--- src/rtl/scd1_pkg.sv ---
// Shared types, key codes and character tables for the set 1 scan code decoder.
package scd1_pkg;

  typedef enum logic [1:0] {
    PFX_NONE = 2'b00,
    PFX_E0   = 2'b01,
    PFX_E1   = 2'b10
  } prefix_t;

  typedef struct packed {
    logic ctrl_r;
    logic ctrl_l;
    logic alt_r;
    logic alt_l;
    logic shift;
  } mods_t;

  typedef struct packed {
    logic scroll;
    logic num;
    logic caps;
  } locks_t;

  // Packed so that key_valid sits in bit 0 and scroll lock in bit 23
  typedef struct packed {
    locks_t      locks;
    mods_t       mods;
    logic [6:0]  key_scan;
    logic [7:0]  ascii_char;
    logic        key_valid;
  } result_t;

  localparam int unsigned RESULT_W = $bits(result_t);

  localparam logic [7:0] BYTE_E0 = 8'hE0;
  localparam logic [7:0] BYTE_E1 = 8'hE1;

  localparam logic [6:0] SC_LSHIFT    = 7'd42;
  localparam logic [6:0] SC_RSHIFT    = 7'd54;
  localparam logic [6:0] SC_ALT       = 7'd56;
  localparam logic [6:0] SC_CTRL      = 7'd29;
  localparam logic [6:0] SC_CAPS      = 7'd58;
  localparam logic [6:0] SC_SCROLL    = 7'd70;
  localparam logic [6:0] SC_NUM       = 7'd69;
  localparam logic [6:0] SC_PAD_FIRST = 7'd71;
  localparam logic [6:0] SC_PAD_LAST  = 7'd83;
  localparam logic [6:0] SC_DIV       = 7'd53;
  localparam logic [6:0] DIV_SCAN     = 7'd8;
  localparam logic [7:0] DIV_CHAR     = "/";

  function automatic logic is_letter(input logic [6:0] code);
    is_letter = (code >= 7'd16 && code <= 7'd26) || (code >= 7'd30 && code <= 7'd40) ||
                (code >= 7'd44 && code <= 7'd50);
  endfunction

  function automatic logic [7:0] plain_char(input logic [6:0] code);
    unique case (code)
      7'd2:  plain_char = "1";
      7'd3:  plain_char = "2";
      7'd4:  plain_char = "3";
      7'd5:  plain_char = "4";
      7'd6:  plain_char = "5";
      7'd7:  plain_char = "6";
      7'd8:  plain_char = "7";
      7'd9:  plain_char = "8";
      7'd10: plain_char = "9";
      7'd11: plain_char = "0";
      7'd12: plain_char = 8'd225;
      7'd13: plain_char = 8'd39;
      7'd14: plain_char = 8'd8;
      7'd16: plain_char = "q";
      7'd17: plain_char = "w";
      7'd18: plain_char = "e";
      7'd19: plain_char = "r";
      7'd20: plain_char = "t";
      7'd21: plain_char = "z";
      7'd22: plain_char = "u";
      7'd23: plain_char = "i";
      7'd24: plain_char = "o";
      7'd25: plain_char = "p";
      7'd26: plain_char = 8'd129;
      7'd27: plain_char = "+";
      7'd28: plain_char = 8'd10;
      7'd30: plain_char = "a";
      7'd31: plain_char = "s";
      7'd32: plain_char = "d";
      7'd33: plain_char = "f";
      7'd34: plain_char = "g";
      7'd35: plain_char = "h";
      7'd36: plain_char = "j";
      7'd37: plain_char = "k";
      7'd38: plain_char = "l";
      7'd39: plain_char = 8'd148;
      7'd40: plain_char = 8'd132;
      7'd41: plain_char = "^";
      7'd43: plain_char = "#";
      7'd44: plain_char = "y";
      7'd45: plain_char = "x";
      7'd46: plain_char = "c";
      7'd47: plain_char = "v";
      7'd48: plain_char = "b";
      7'd49: plain_char = "n";
      7'd50: plain_char = "m";
      7'd51: plain_char = ",";
      7'd52: plain_char = ".";
      7'd53: plain_char = "-";
      7'd55: plain_char = "*";
      7'd57: plain_char = " ";
      7'd74: plain_char = "-";
      7'd78: plain_char = "+";
      7'd86: plain_char = "<";
      default: plain_char = 8'd0;
    endcase
  endfunction

  function automatic logic [7:0] upper_char(input logic [6:0] code);
    unique case (code)
      7'd2:  upper_char = "!";
      7'd3:  upper_char = "\"";
      7'd4:  upper_char = 8'd21;
      7'd5:  upper_char = "$";
      7'd6:  upper_char = "%";
      7'd7:  upper_char = "&";
      7'd8:  upper_char = "/";
      7'd9:  upper_char = "(";
      7'd10: upper_char = ")";
      7'd11: upper_char = "=";
      7'd12: upper_char = "?";
      7'd13: upper_char = 8'd96;
      7'd16: upper_char = "Q";
      7'd17: upper_char = "W";
      7'd18: upper_char = "E";
      7'd19: upper_char = "R";
      7'd20: upper_char = "T";
      7'd21: upper_char = "Z";
      7'd22: upper_char = "U";
      7'd23: upper_char = "I";
      7'd24: upper_char = "O";
      7'd25: upper_char = "P";
      7'd26: upper_char = 8'd154;
      7'd27: upper_char = "*";
      7'd30: upper_char = "A";
      7'd31: upper_char = "S";
      7'd32: upper_char = "D";
      7'd33: upper_char = "F";
      7'd34: upper_char = "G";
      7'd35: upper_char = "H";
      7'd36: upper_char = "J";
      7'd37: upper_char = "K";
      7'd38: upper_char = "L";
      7'd39: upper_char = 8'd153;
      7'd40: upper_char = 8'd142;
      7'd41: upper_char = 8'd248;
      7'd43: upper_char = 8'd39;
      7'd44: upper_char = "Y";
      7'd45: upper_char = "X";
      7'd46: upper_char = "C";
      7'd47: upper_char = "V";
      7'd48: upper_char = "B";
      7'd49: upper_char = "N";
      7'd50: upper_char = "M";
      7'd51: upper_char = ";";
      7'd52: upper_char = ":";
      7'd53: upper_char = "_";
      7'd57: upper_char = " ";
      7'd86: upper_char = ">";
      default: upper_char = 8'd0;
    endcase
  endfunction

  function automatic logic [7:0] altgr_char(input logic [6:0] code);
    unique case (code)
      7'd3:  altgr_char = 8'd253;
      7'd8:  altgr_char = "{";
      7'd9:  altgr_char = "[";
      7'd10: altgr_char = "]";
      7'd11: altgr_char = "}";
      7'd12: altgr_char = "\\";
      7'd16: altgr_char = "@";
      7'd27: altgr_char = "~";
      7'd50: altgr_char = 8'd230;
      7'd86: altgr_char = "|";
      default: altgr_char = 8'd0;
    endcase
  endfunction

  // Keypad with num lock, indexed from the home key
  function automatic logic [7:0] pad_char(input logic [3:0] idx);
    unique case (idx)
      4'd0:  pad_char = "7";
      4'd1:  pad_char = "8";
      4'd2:  pad_char = "9";
      4'd3:  pad_char = "-";
      4'd4:  pad_char = "4";
      4'd5:  pad_char = "5";
      4'd6:  pad_char = "6";
      4'd7:  pad_char = "+";
      4'd8:  pad_char = "1";
      4'd9:  pad_char = "2";
      4'd10: pad_char = "3";
      4'd11: pad_char = "0";
      4'd12: pad_char = ",";
      default: pad_char = 8'd0;
    endcase
  endfunction

  function automatic logic [6:0] pad_scan(input logic [3:0] idx);
    unique case (idx)
      4'd0:  pad_scan = 7'd8;
      4'd1:  pad_scan = 7'd9;
      4'd2:  pad_scan = 7'd10;
      4'd3:  pad_scan = 7'd53;
      4'd4:  pad_scan = 7'd5;
      4'd5:  pad_scan = 7'd6;
      4'd6:  pad_scan = 7'd7;
      4'd7:  pad_scan = 7'd27;
      4'd8:  pad_scan = 7'd2;
      4'd9:  pad_scan = 7'd3;
      4'd10: pad_scan = 7'd4;
      4'd11: pad_scan = 7'd11;
      4'd12: pad_scan = 7'd51;
      default: pad_scan = 7'd0;
    endcase
  endfunction

endpackage

--- src/rtl/scd1_core.sv ---
// Prefix, modifier and lock state with the per-byte decode logic.
module scd1_core (
  input  logic                clk,
  input  logic                rst,
  input  logic                step,
  input  logic [7:0]          scan_byte,
  output scd1_pkg::result_t   result
);
  import scd1_pkg::*;

  prefix_t     prefix, prefix_next;
  mods_t       mods, mods_next;
  locks_t      locks, locks_next;

  logic [6:0]  code;
  logic [3:0]  pad_idx;
  logic        e0;
  logic        done;
  logic [7:0]  asc;
  logic [6:0]  scan;
  logic        valid;

  assign code    = scan_byte[6:0];
  assign e0      = (prefix == PFX_E0);
  assign pad_idx = 4'(code - SC_PAD_FIRST);

  always_comb begin
    prefix_next = prefix;
    mods_next   = mods;
    locks_next  = locks;
    done        = 1'b0;
    asc         = 8'd0;
    scan        = 7'd0;
    if (scan_byte == BYTE_E0) begin
      prefix_next = PFX_E0;
    end else if (scan_byte == BYTE_E1) begin
      prefix_next = PFX_E1;
    end else if (scan_byte[7]) begin
      prefix_next = PFX_NONE;
      if (code == SC_LSHIFT || code == SC_RSHIFT) begin
        mods_next.shift = 1'b0;
      end else if (code == SC_ALT) begin
        if (e0) mods_next.alt_r = 1'b0;
        else    mods_next.alt_l = 1'b0;
      end else if (code == SC_CTRL) begin
        if (e0) mods_next.ctrl_r = 1'b0;
        else    mods_next.ctrl_l = 1'b0;
      end
    end else begin
      prefix_next = PFX_NONE;
      if (code == SC_LSHIFT || code == SC_RSHIFT) begin
        mods_next.shift = 1'b1;
      end else if (code == SC_ALT) begin
        if (e0) mods_next.alt_r = 1'b1;
        else    mods_next.alt_l = 1'b1;
      end else if (code == SC_CTRL) begin
        if (e0) mods_next.ctrl_r = 1'b1;
        else    mods_next.ctrl_l = 1'b1;
      end else if (code == SC_CAPS) begin
        locks_next.caps = ~locks.caps;
      end else if (code == SC_SCROLL) begin
        locks_next.scroll = ~locks.scroll;
      end else if (code == SC_NUM && !mods.ctrl_l) begin
        locks_next.num = ~locks.num;
      end else begin
        // ordinary key (num with left ctrl held is Pause and lands here too)
        done = 1'b1;
        scan = code;
        if (code == SC_DIV && e0) begin
          asc  = DIV_CHAR;
          scan = DIV_SCAN;
        end else if (locks.num && prefix == PFX_NONE &&
                     code >= SC_PAD_FIRST && code <= SC_PAD_LAST) begin
          asc  = pad_char(pad_idx);
          scan = pad_scan(pad_idx);
        end else if (mods.alt_r) begin
          asc = altgr_char(code);
        end else if (mods.shift) begin
          asc = upper_char(code);
        end else if (locks.caps && is_letter(code)) begin
          asc = upper_char(code);
        end else begin
          asc = plain_char(code);
        end
      end
    end
  end

  assign valid = done && (scan != 7'd0);

  always_comb begin
    result.key_valid  = valid;
    result.ascii_char = valid ? asc : 8'd0;
    result.key_scan   = valid ? scan : 7'd0;
    result.mods       = mods_next;
    result.locks      = locks_next;
  end

  always_ff @(posedge clk) begin
    if (rst) begin
      prefix <= PFX_NONE;
      mods   <= '0;
      locks  <= '0;
    end else if (step) begin
      prefix <= prefix_next;
      mods   <= mods_next;
      locks  <= locks_next;
    end
  end

endmodule

--- src/rtl/scan_code_set1_to_ascii_decoder_unit.sv ---
// Top level: input register, decode core and result register for set 1 scan codes.
// Takes one keyboard byte (scan code set 1) per item and returns one result per item:
// a key flag, the German-layout character and remapped scan code, and the modifier and
// lock flags as they stand after that byte (the lock flags can drive the keyboard LEDs).
// E0/E1 prefixes, break codes and modifier or lock keys give a result with key_valid low.
// One item is taken per clock while the output does not stall. A taken byte sits in the
// input register, is decoded and moves to the result register, from which its result is
// offered until it leaves. The decode state is updated as the item passes from one
// register to the other. Output back-pressure stalls both registers together, and the
// input side stays ready while the input register is empty.
module scan_code_set1_to_ascii_decoder_unit (
  input  logic                            clk,
  input  logic                            rst,
  input  logic                            s_axis_tvalid,
  output logic                            s_axis_tready,
  input  logic [7:0]                      s_axis_tdata,   // [7:0] scan_byte
  output logic                            m_axis_tvalid,
  input  logic                            m_axis_tready,
  // [0] key_valid, [8:1] ascii_char, [15:9] key_scan, [16] shift_down,
  // [17] alt_left_down, [18] alt_right_down, [19] ctrl_left_down,
  // [20] ctrl_right_down, [21] caps_on, [22] num_on, [23] scroll_on
  output logic [scd1_pkg::RESULT_W-1:0]   m_axis_tdata
);
  import scd1_pkg::*;

  logic        in_valid;
  logic [7:0]  in_byte;
  logic        out_valid;
  result_t     out_data;
  result_t     core_result;
  logic        advance;

  assign advance       = in_valid && (!out_valid || m_axis_tready);
  assign s_axis_tready = !in_valid || advance;

  scd1_core u_core (
    .clk       (clk),
    .rst       (rst),
    .step      (advance),
    .scan_byte (in_byte),
    .result    (core_result)
  );

  always_ff @(posedge clk) begin
    if (rst) begin
      in_valid <= 1'b0;
    end else if (s_axis_tvalid && s_axis_tready) begin
      in_valid <= 1'b1;
    end else if (advance) begin
      in_valid <= 1'b0;
    end
  end

  always_ff @(posedge clk) begin
    if (s_axis_tvalid && s_axis_tready) begin
      in_byte <= s_axis_tdata;
    end
  end

  always_ff @(posedge clk) begin
    if (rst) begin
      out_valid <= 1'b0;
    end else if (advance) begin
      out_valid <= 1'b1;
    end else if (m_axis_tready) begin
      out_valid <= 1'b0;
    end
  end

  always_ff @(posedge clk) begin
    if (advance) begin
      out_data <= core_result;
    end
  end

  assign m_axis_tvalid = out_valid;
  assign m_axis_tdata  = out_data;

  // a completed key always carries a nonzero scan code
  a_key_scan_nonzero: assert property (@(posedge clk) disable iff (rst)
    out_valid && out_data.key_valid |-> out_data.key_scan != 7'd0)
    else $error("key result with zero scan code");

  a_nokey_zero: assert property (@(posedge clk) disable iff (rst)
    out_valid && !out_data.key_valid |-> out_data.ascii_char == 8'd0 &&
                                         out_data.key_scan == 7'd0)
    else $error("character or scan code on a non-key result");

  // a waiting item is neither lost nor altered while the result side stalls
  a_in_hold: assert property (@(posedge clk) disable iff (rst)
    in_valid && !advance |=> in_valid && $stable(in_byte))
    else $error("input item dropped during stall");

  a_out_hold: assert property (@(posedge clk) disable iff (rst)
    out_valid && !advance |=> $stable(out_data))
    else $error("result changed without an item advancing");

endmodule

--- config.mk ---
export PLATFORM = sky130hd
export DESIGN_NAME = scan_code_set1_to_ascii_decoder_unit
export DESIGN_NICKNAME = d
export VERILOG_FILES = /design/src/rtl/scd1_pkg.sv /design/src/rtl/scd1_core.sv /design/src/rtl/scan_code_set1_to_ascii_decoder_unit.sv
export SDC_FILE = /design/constraint.sdc
export NUM_CORES = 1
export LEC_CHECK = 0
export BUFFER_PORTS_ARGS = -buffer_cell sky130_fd_sc_hd__buf_2
export CAP_MARGIN = 25
export CORE_MARGIN = 8
export CORE_UTILIZATION = 35
export CTS_BUF_LIST = sky130_fd_sc_hd__clkbuf_8
export CTS_CLUSTER_SIZE = 30
export DETAILED_ROUTE_END_ITERATION = 8
export GPL_TIMING_DRIVEN = 0
export PLACE_DENSITY_LB_ADDON = 0.25
export SLEW_MARGIN = 20
export SYNTH_ARGS = -nofsm -noshare
export SYNTH_HDL_FRONTEND = slang
export SYNTH_SLANG_ARGS = --single-unit
--- constraint.sdc ---
create_clock -name clk -period 4.1 [get_ports clk]
set_input_delay 0.205 -clock clk [delete_from_list [all_inputs] [get_ports clk]]
set_output_delay 0.205 -clock clk [all_outputs]
set_load 0.01 [all_outputs]
After elaboration in Yosys (flattened, before gate mapping):

Memory sizes are Yosys's and may differ from the RTL's. A register that Yosys moved wholly into a read port is not among the register bits.
Index checks and enable logic that the tools add are counted.

* word-level logic and storage cells: 156
* output and inout port bits: 26
* register bits: 44
* bits in read-only memories: 3264
* input bits: 12
* memories kept: 5

Memory list
* (name not given): words 128, width 8, read ports 1, clocked after Yosys merged registers in 1, wr ports 0, RTL line scd1_pkg.sv:117 `unique case (code)`
* (name not given): words 128, width 8, read ports 1, clocked after Yosys merged registers in 1, wr ports 0, RTL line scd1_pkg.sv:117
* (name not given): words 128, width 8, read ports 1, clocked after Yosys merged registers in 1, wr ports 0, RTL line scd1_pkg.sv:57 `unique case (code)`
* (name not given): words 16, width 6, read ports 1, clocked after Yosys merged registers in 0, wr ports 0, RTL line scd1_pkg.sv:189 `unique case (idx)`
* (name not given): words 16, width 6, read ports 1, clocked after Yosys merged registers in 0, wr ports 0, RTL line scd1_pkg.sv:208 `unique case (idx)`

* mux-type cells: 67
* reduce and logical (&&, ||, !) cells: 26
* equal/unequal tests: 21
* bitwise logic cells: 4
* order comparisons: 8
* add/sub/neg operators: 1

Operators with widths (count)
* 7-bit two-way mux: 14
* 8-bit case mux with 10 select lines: 1
* 7-bit by 6-bit == test with 1-bit output (second input constant): 6
* 7-bit by 4-bit == test with 1-bit output (second input constant): 5
* 8-bit two-way mux: 4
* 1-bit two-way mux: 27
* 7-bit by 5-bit == test with 1-bit output (second input constant): 3
* 7-bit == test (second input constant): 3
* 2-bit two-way mux: 9
* 3-bit two-way mux: 6
* 8-bit == test (second input constant): 2
* 5-bit two-way mux: 3
* 7-bit by 5-bit greater-or-equal comparator with 1-bit output (second input constant): 2
* 7-bit by 6-bit <= comparator with 1-bit output (second input constant): 2
* 1-bit logical AND: 12
* 11-bit OR reduction: 1
* 10-bit OR reduction: 1
* 4-bit two-way mux: 2
* 7-bit by 2-bit == test with 1-bit output (second input constant): 1
* 7-bit by 6-bit greater-or-equal comparator with 1-bit output (second input constant): 1
* 7-bit greater-or-equal comparator (second input constant): 1
* 7-bit by 5-bit <= comparator with 1-bit output (second input constant): 1
* 7-bit <= comparator (second input constant): 1
* 7-bit nonzero test: 1
* other kinds (8): 18

Depth between registers and ports, before layout:

* word-level depth: 19
* gate-level depth with buffers: 12
* mapped depth without buffers: 9

Hierarchy:

A second synthesis with hierarchy kept.

* cells, all modules: 489
* area total of the unflattened synthesis: 4017.6 sq um

Modules (own cells, without submodules)
* scd1_core: cells an instance 447, area an instance 2952.8 sq um, instances 1
* scan_code_set1_to_ascii_decoder_unit: cells an instance 42, area an instance 1064.8 sq um, instances 1

Least setup slack after synthesis:

No wires, ideal clock.

* kind: reg-to-reg
* start point: register in_byte[2]
* end point: register out_data (netlist bit m_axis_tdata[5]) (data pin)
* setup slack: 0.943 ns
* arrival time: 2.874 ns
* cell stages (with the launch flop): 12
* library setup time: 0.284 ns
* data required time: 3.816 ns
* cells stage by stage: edfxtp_1 -> buf_2 -> clkbuf_1 -> inv_1 -> ha_1 -> clkbuf_1 -> nor2_1 -> mux2_2 -> a2111oi_2 -> nor4_1 -> nor4b_4 -> nor3_1

* longest elaborated chain between the ends: 18
* elaborated cells on any way between the ends: 71
* classes of those cells: add/sub: 1; order compare: 8; eq/ne: 20; mux: 25; bitwise: 1; reduce/logical: 14; memory: 2

Ends and longest elaborated chain
* start, declared: RTL line scan_code_set1_to_ascii_decoder_unit.sv:27 `logic [7:0] in_byte;`
* start signal, assigned: RTL line scan_code_set1_to_ascii_decoder_unit.sv:56 `in_byte <= s_axis_tdata;`
* branches (longest 18 deep; another with memory read 16 x 6 bit)
* end signal, assigned: RTL line scan_code_set1_to_ascii_decoder_unit.sv:72 `out_data <= core_result;`
* end, declared: RTL line scan_code_set1_to_ascii_decoder_unit.sv:29 `result_t out_data;`

Several ways; the timed one is not identified.
A chain may end at the register's enable or synchronous reset.

Worst setup path in the final report:

Same ends and word-level chain as after synthesis.

==> metrics <==
Port Buf Inserts 37; Initial Utilization a little over a third; Clock power frac 31.3%; Post-Route WL between 15,000 and 20,000 um; crit path time final approximately 3800 ps; layout net count 680; sequential area share after synthesis 31.4%; VDD IR-drop max 0.000137 V; Synth Register Bits 60; Post-synth EDFFs 32; min-delay worst type primary input to flip-flop; first-pass GRT wire length 26,500 um; Design Power 1.72 mW; Hold Startpoint s_axis_tdata[5]; Vias/cell about 6.0; die height roughly 130 um; DP Worst Slack roughly 160 ps; Final WS setup approximately 280 ps; prevailing post-synth register cell edfxtp_1; Max clock buf depth 2; CTS tree built; Clock Latency Late Sink approximately 360 ps; clk_skew about 7.5 ps; Slew HR 39.6%; switching pwr 599 uW; HPWL Detailed ~12,000 um; Sink Count 60; Num CTS Buffers 9; Leak Pwr 2.07 nW; setup violators final 0; CP endpoint kind flip-flop; die area roughly 18,000 um2; period utilisation layout 93.0%; Worst EP arrival between 3000 and 4000 ps; final std cells w/o fill between 800 and 900; Worst-Margin Slew roughly 900 ps; internal power around 1.1 mW; I/O Pins 38; pwr/cell area around 310 nW/um2; Max Slew Vio Count 0; number of global-route vias before repair approximately 4,700; number of inserted diodes 0; Reg2Reg Launch Point in_byte[2]; Setup CP Type flip-flop to flip-flop; RePlAce Congestion around 0.98; Logic pwr share 28.4%; Final ANT Viol Nets 0; initial antenna violation count 0; Cells on Worst Hold Path 1; Hold EP in_byte[5]; final hold vios 0; clock-pin slew on the worst setup and hold paths 70 ps; row count between 40 and 50; Synth cell types 78; Total GRT Usage between 10% and 20%; FF-to-FF End m_axis_tdata[5]; fraction of layout cells with a size suffix above 1 between 10% and 20%; ys async rst share 0%; highest clock rate 262 MHz; Syn Std Cell Area slightly below 5000 um2; Yosys warning total 0; drt first pass iters 6; Placed Cells roughly 800; largest net degree at the start of global routing 34; Worst setup SP type flip-flop; Syn Nets 629; placeable core area ~14,000 um2; TNS Setup 0 ps; WP data required about 4200 ps; RSZ-0062 raised after global routing no; Root Buffer clkbuf_8; maxcap violations 0; worst reg-to-reg path cell count 12; CTS-repair resized insts 0; r2r setup slk approximately 280 ps; DR WL/cell approximately 20 um; Area Growth Syn to Fin 13.0%; drt drc 0; run status finished, final reports clean; H-tree Lvls 3; Overflow after GRT 0; Die Wd between 100 and 150 um; Cells after Synth 599; initial DRC count ~670; switching fraction of total power 34.8%; sequential share of power between 40 and 50%; largest fanout on the critical path 10; Synth Area per Inst between 8 and 9 um2; via count roughly 5,000; hold_ws approximately 38 ps
==> worst max-delay path by stage <==
stage,from,to,cells after the start
floorplan,in_byte[2],m_axis_tdata[5],11
global placement,in_byte[2],m_axis_tdata[5],11
detailed placement,in_byte[2],m_axis_tdata[5],11
CTS,in_byte[2],m_axis_tdata[5],11
global route,in_byte[2],m_axis_tdata[5],12
finish,in_byte[2],m_axis_tdata[5],12
==> power groups by stage <==
stage               combinational, mW  clock [mW]  sequential [mW]
floorplan                       0.322           0            0.708
detailed placement              0.470           0            0.707
CTS                             0.474       0.558            0.693
finish                          0.489       0.539            0.693
global placement                0.475           0            0.706
global route                    0.526       0.583            0.697
==> final cells by class <==
class                      count  area [um2]
fill                        1460        8230
multi-input combinational    474        3060
sequential                    60        1520
tap                          180         225
timing repair buffer          40         213
buffer                        46         198
clock buffer                   9         124
clock inverter                 7        71.3
inverter                      19        71.3
==> what timing repair did <==
item / CTS / global route
hold buffers: 2 / 0
setup buffers: 0 / 1
hold endpoints to repair: 2 / 0
endpoints found under the setup margin: 0 / 9
==> worst max-delay path, cell delays in order, from the launching register on <==
cell and delay [ps]:
edfxtp_1 590, buf_2 320, clkbuf_1 420, inv_1 180
ha_1 310, clkbuf_1 330, nor2_1 90, mux2_2 280
a2111oi_2 340, nor4_1 140, nor4b_4 250, buf_4 210
nor3_1 70
==> metal layers <==
| metal | GRT usage [%] | vias up | part of all wire (%) | wire, um |
|---|---|---|---|---|
| met5 | 0 | - | 0 | 0 |
| met4 | 7.86 | 0 | 3.6 | 592 |
| met3 | 3.31 | 55 | 7.7 | 1260 |
| met2 | 28.8 | 267 | 44 | 7270 |
| met1 | 24.2 | 2327 | 45 | 7360 |
| li1 | - | 2370 | - | - |
==> kinds of logic (layout without fill, tap and decap cells) <==
| kind of cell | count (synthesis) | after routing | synth area share [%] |
|---|---|---|---|
| compound gates | 203 | 203 | 28.3 |
| simple gates | 227 | 227 | 24.7 |
| buf+inv | 65 | 121 | 5.54 |
| xor+xnor | 8 | 8 | 1.60 |
| mux | 18 | 18 | 3.89 |
| flops | 60 | 60 | 31.4 |
| fa+ha+maj | 18 | 18 | 4.64 |
==> layout by cell type, fill, tap and decap left out, types with 8 or more instances in the layout <==
cell type and instances:
nand2b_1 14, clkbuf_1 32, a31oi_1 15, buf_2 48, nand4b_1 9, o21ai_0 37
nand3_1 18, clkbuf_8 9, nand2_1 56, ha_1 18, a211oi_1 8, mux2i_1 14
inv_1 15, a21oi_1 54, o211ai_1 10, o221ai_1 8, nor2_1 62, edfxtp_1 32
dfxtp_1 28, or3_1 9, nor2b_1 8, nor3_1 11
==> through the flow <==
| stage | utilization [%] | instance area (um2) |
|---|---|---|
| final | 40.0 | 5490 |
| after global placement | 38.4 | 5260 |
| after CTS | 39.9 | 5480 |
| after global routing | 40.0 | 5490 |
| after floorplan | - | 4850 |
| after detailed placement | 38.4 | 5260 |
==> cells in the mapped netlist (4+ instances only) <==
| library cell | number | area (um2) |
|---|---|---|
| nor2_1 | 62 | 233 |
| nand2_1 | 56 | 210 |
| a21oi_1 | 54 | 270 |
| o21ai_0 | 37 | 185 |
| clkbuf_1 | 32 | 120 |
| edfxtp_1 | 32 | 961 |
| dfxtp_1 | 28 | 561 |
| ha_1 | 18 | 225 |
| nand3_1 | 18 | 90.1 |
| a31oi_1 | 15 | 93.8 |
| inv_1 | 15 | 56.3 |
| mux2i_1 | 14 | 140 |
| nand2b_1 | 14 | 87.6 |
| buf_2 | 11 | 55.1 |
| nor3_1 | 11 | 55.1 |
| o211ai_1 | 10 | 75.1 |
| nand4b_1 | 9 | 78.8 |
| or3_1 | 9 | 56.3 |
| a211oi_1 | 8 | 60.1 |
| nor2b_1 | 8 | 50.1 |
| o221ai_1 | 8 | 70.1 |
| o22ai_1 | 7 | 43.8 |
| o31ai_1 | 7 | 52.6 |
| and3_1 | 6 | 37.5 |
| xnor2_1 | 6 | 52.6 |
| a21boi_0 | 5 | 37.5 |
| nand4_1 | 5 | 31.3 |
| nor4_1 | 5 | 31.3 |
| o211a_1 | 5 | 50.1 |
| or2_2 | 4 | 25.0 |
No activity file was read; power rests on OpenSTA's default activity.
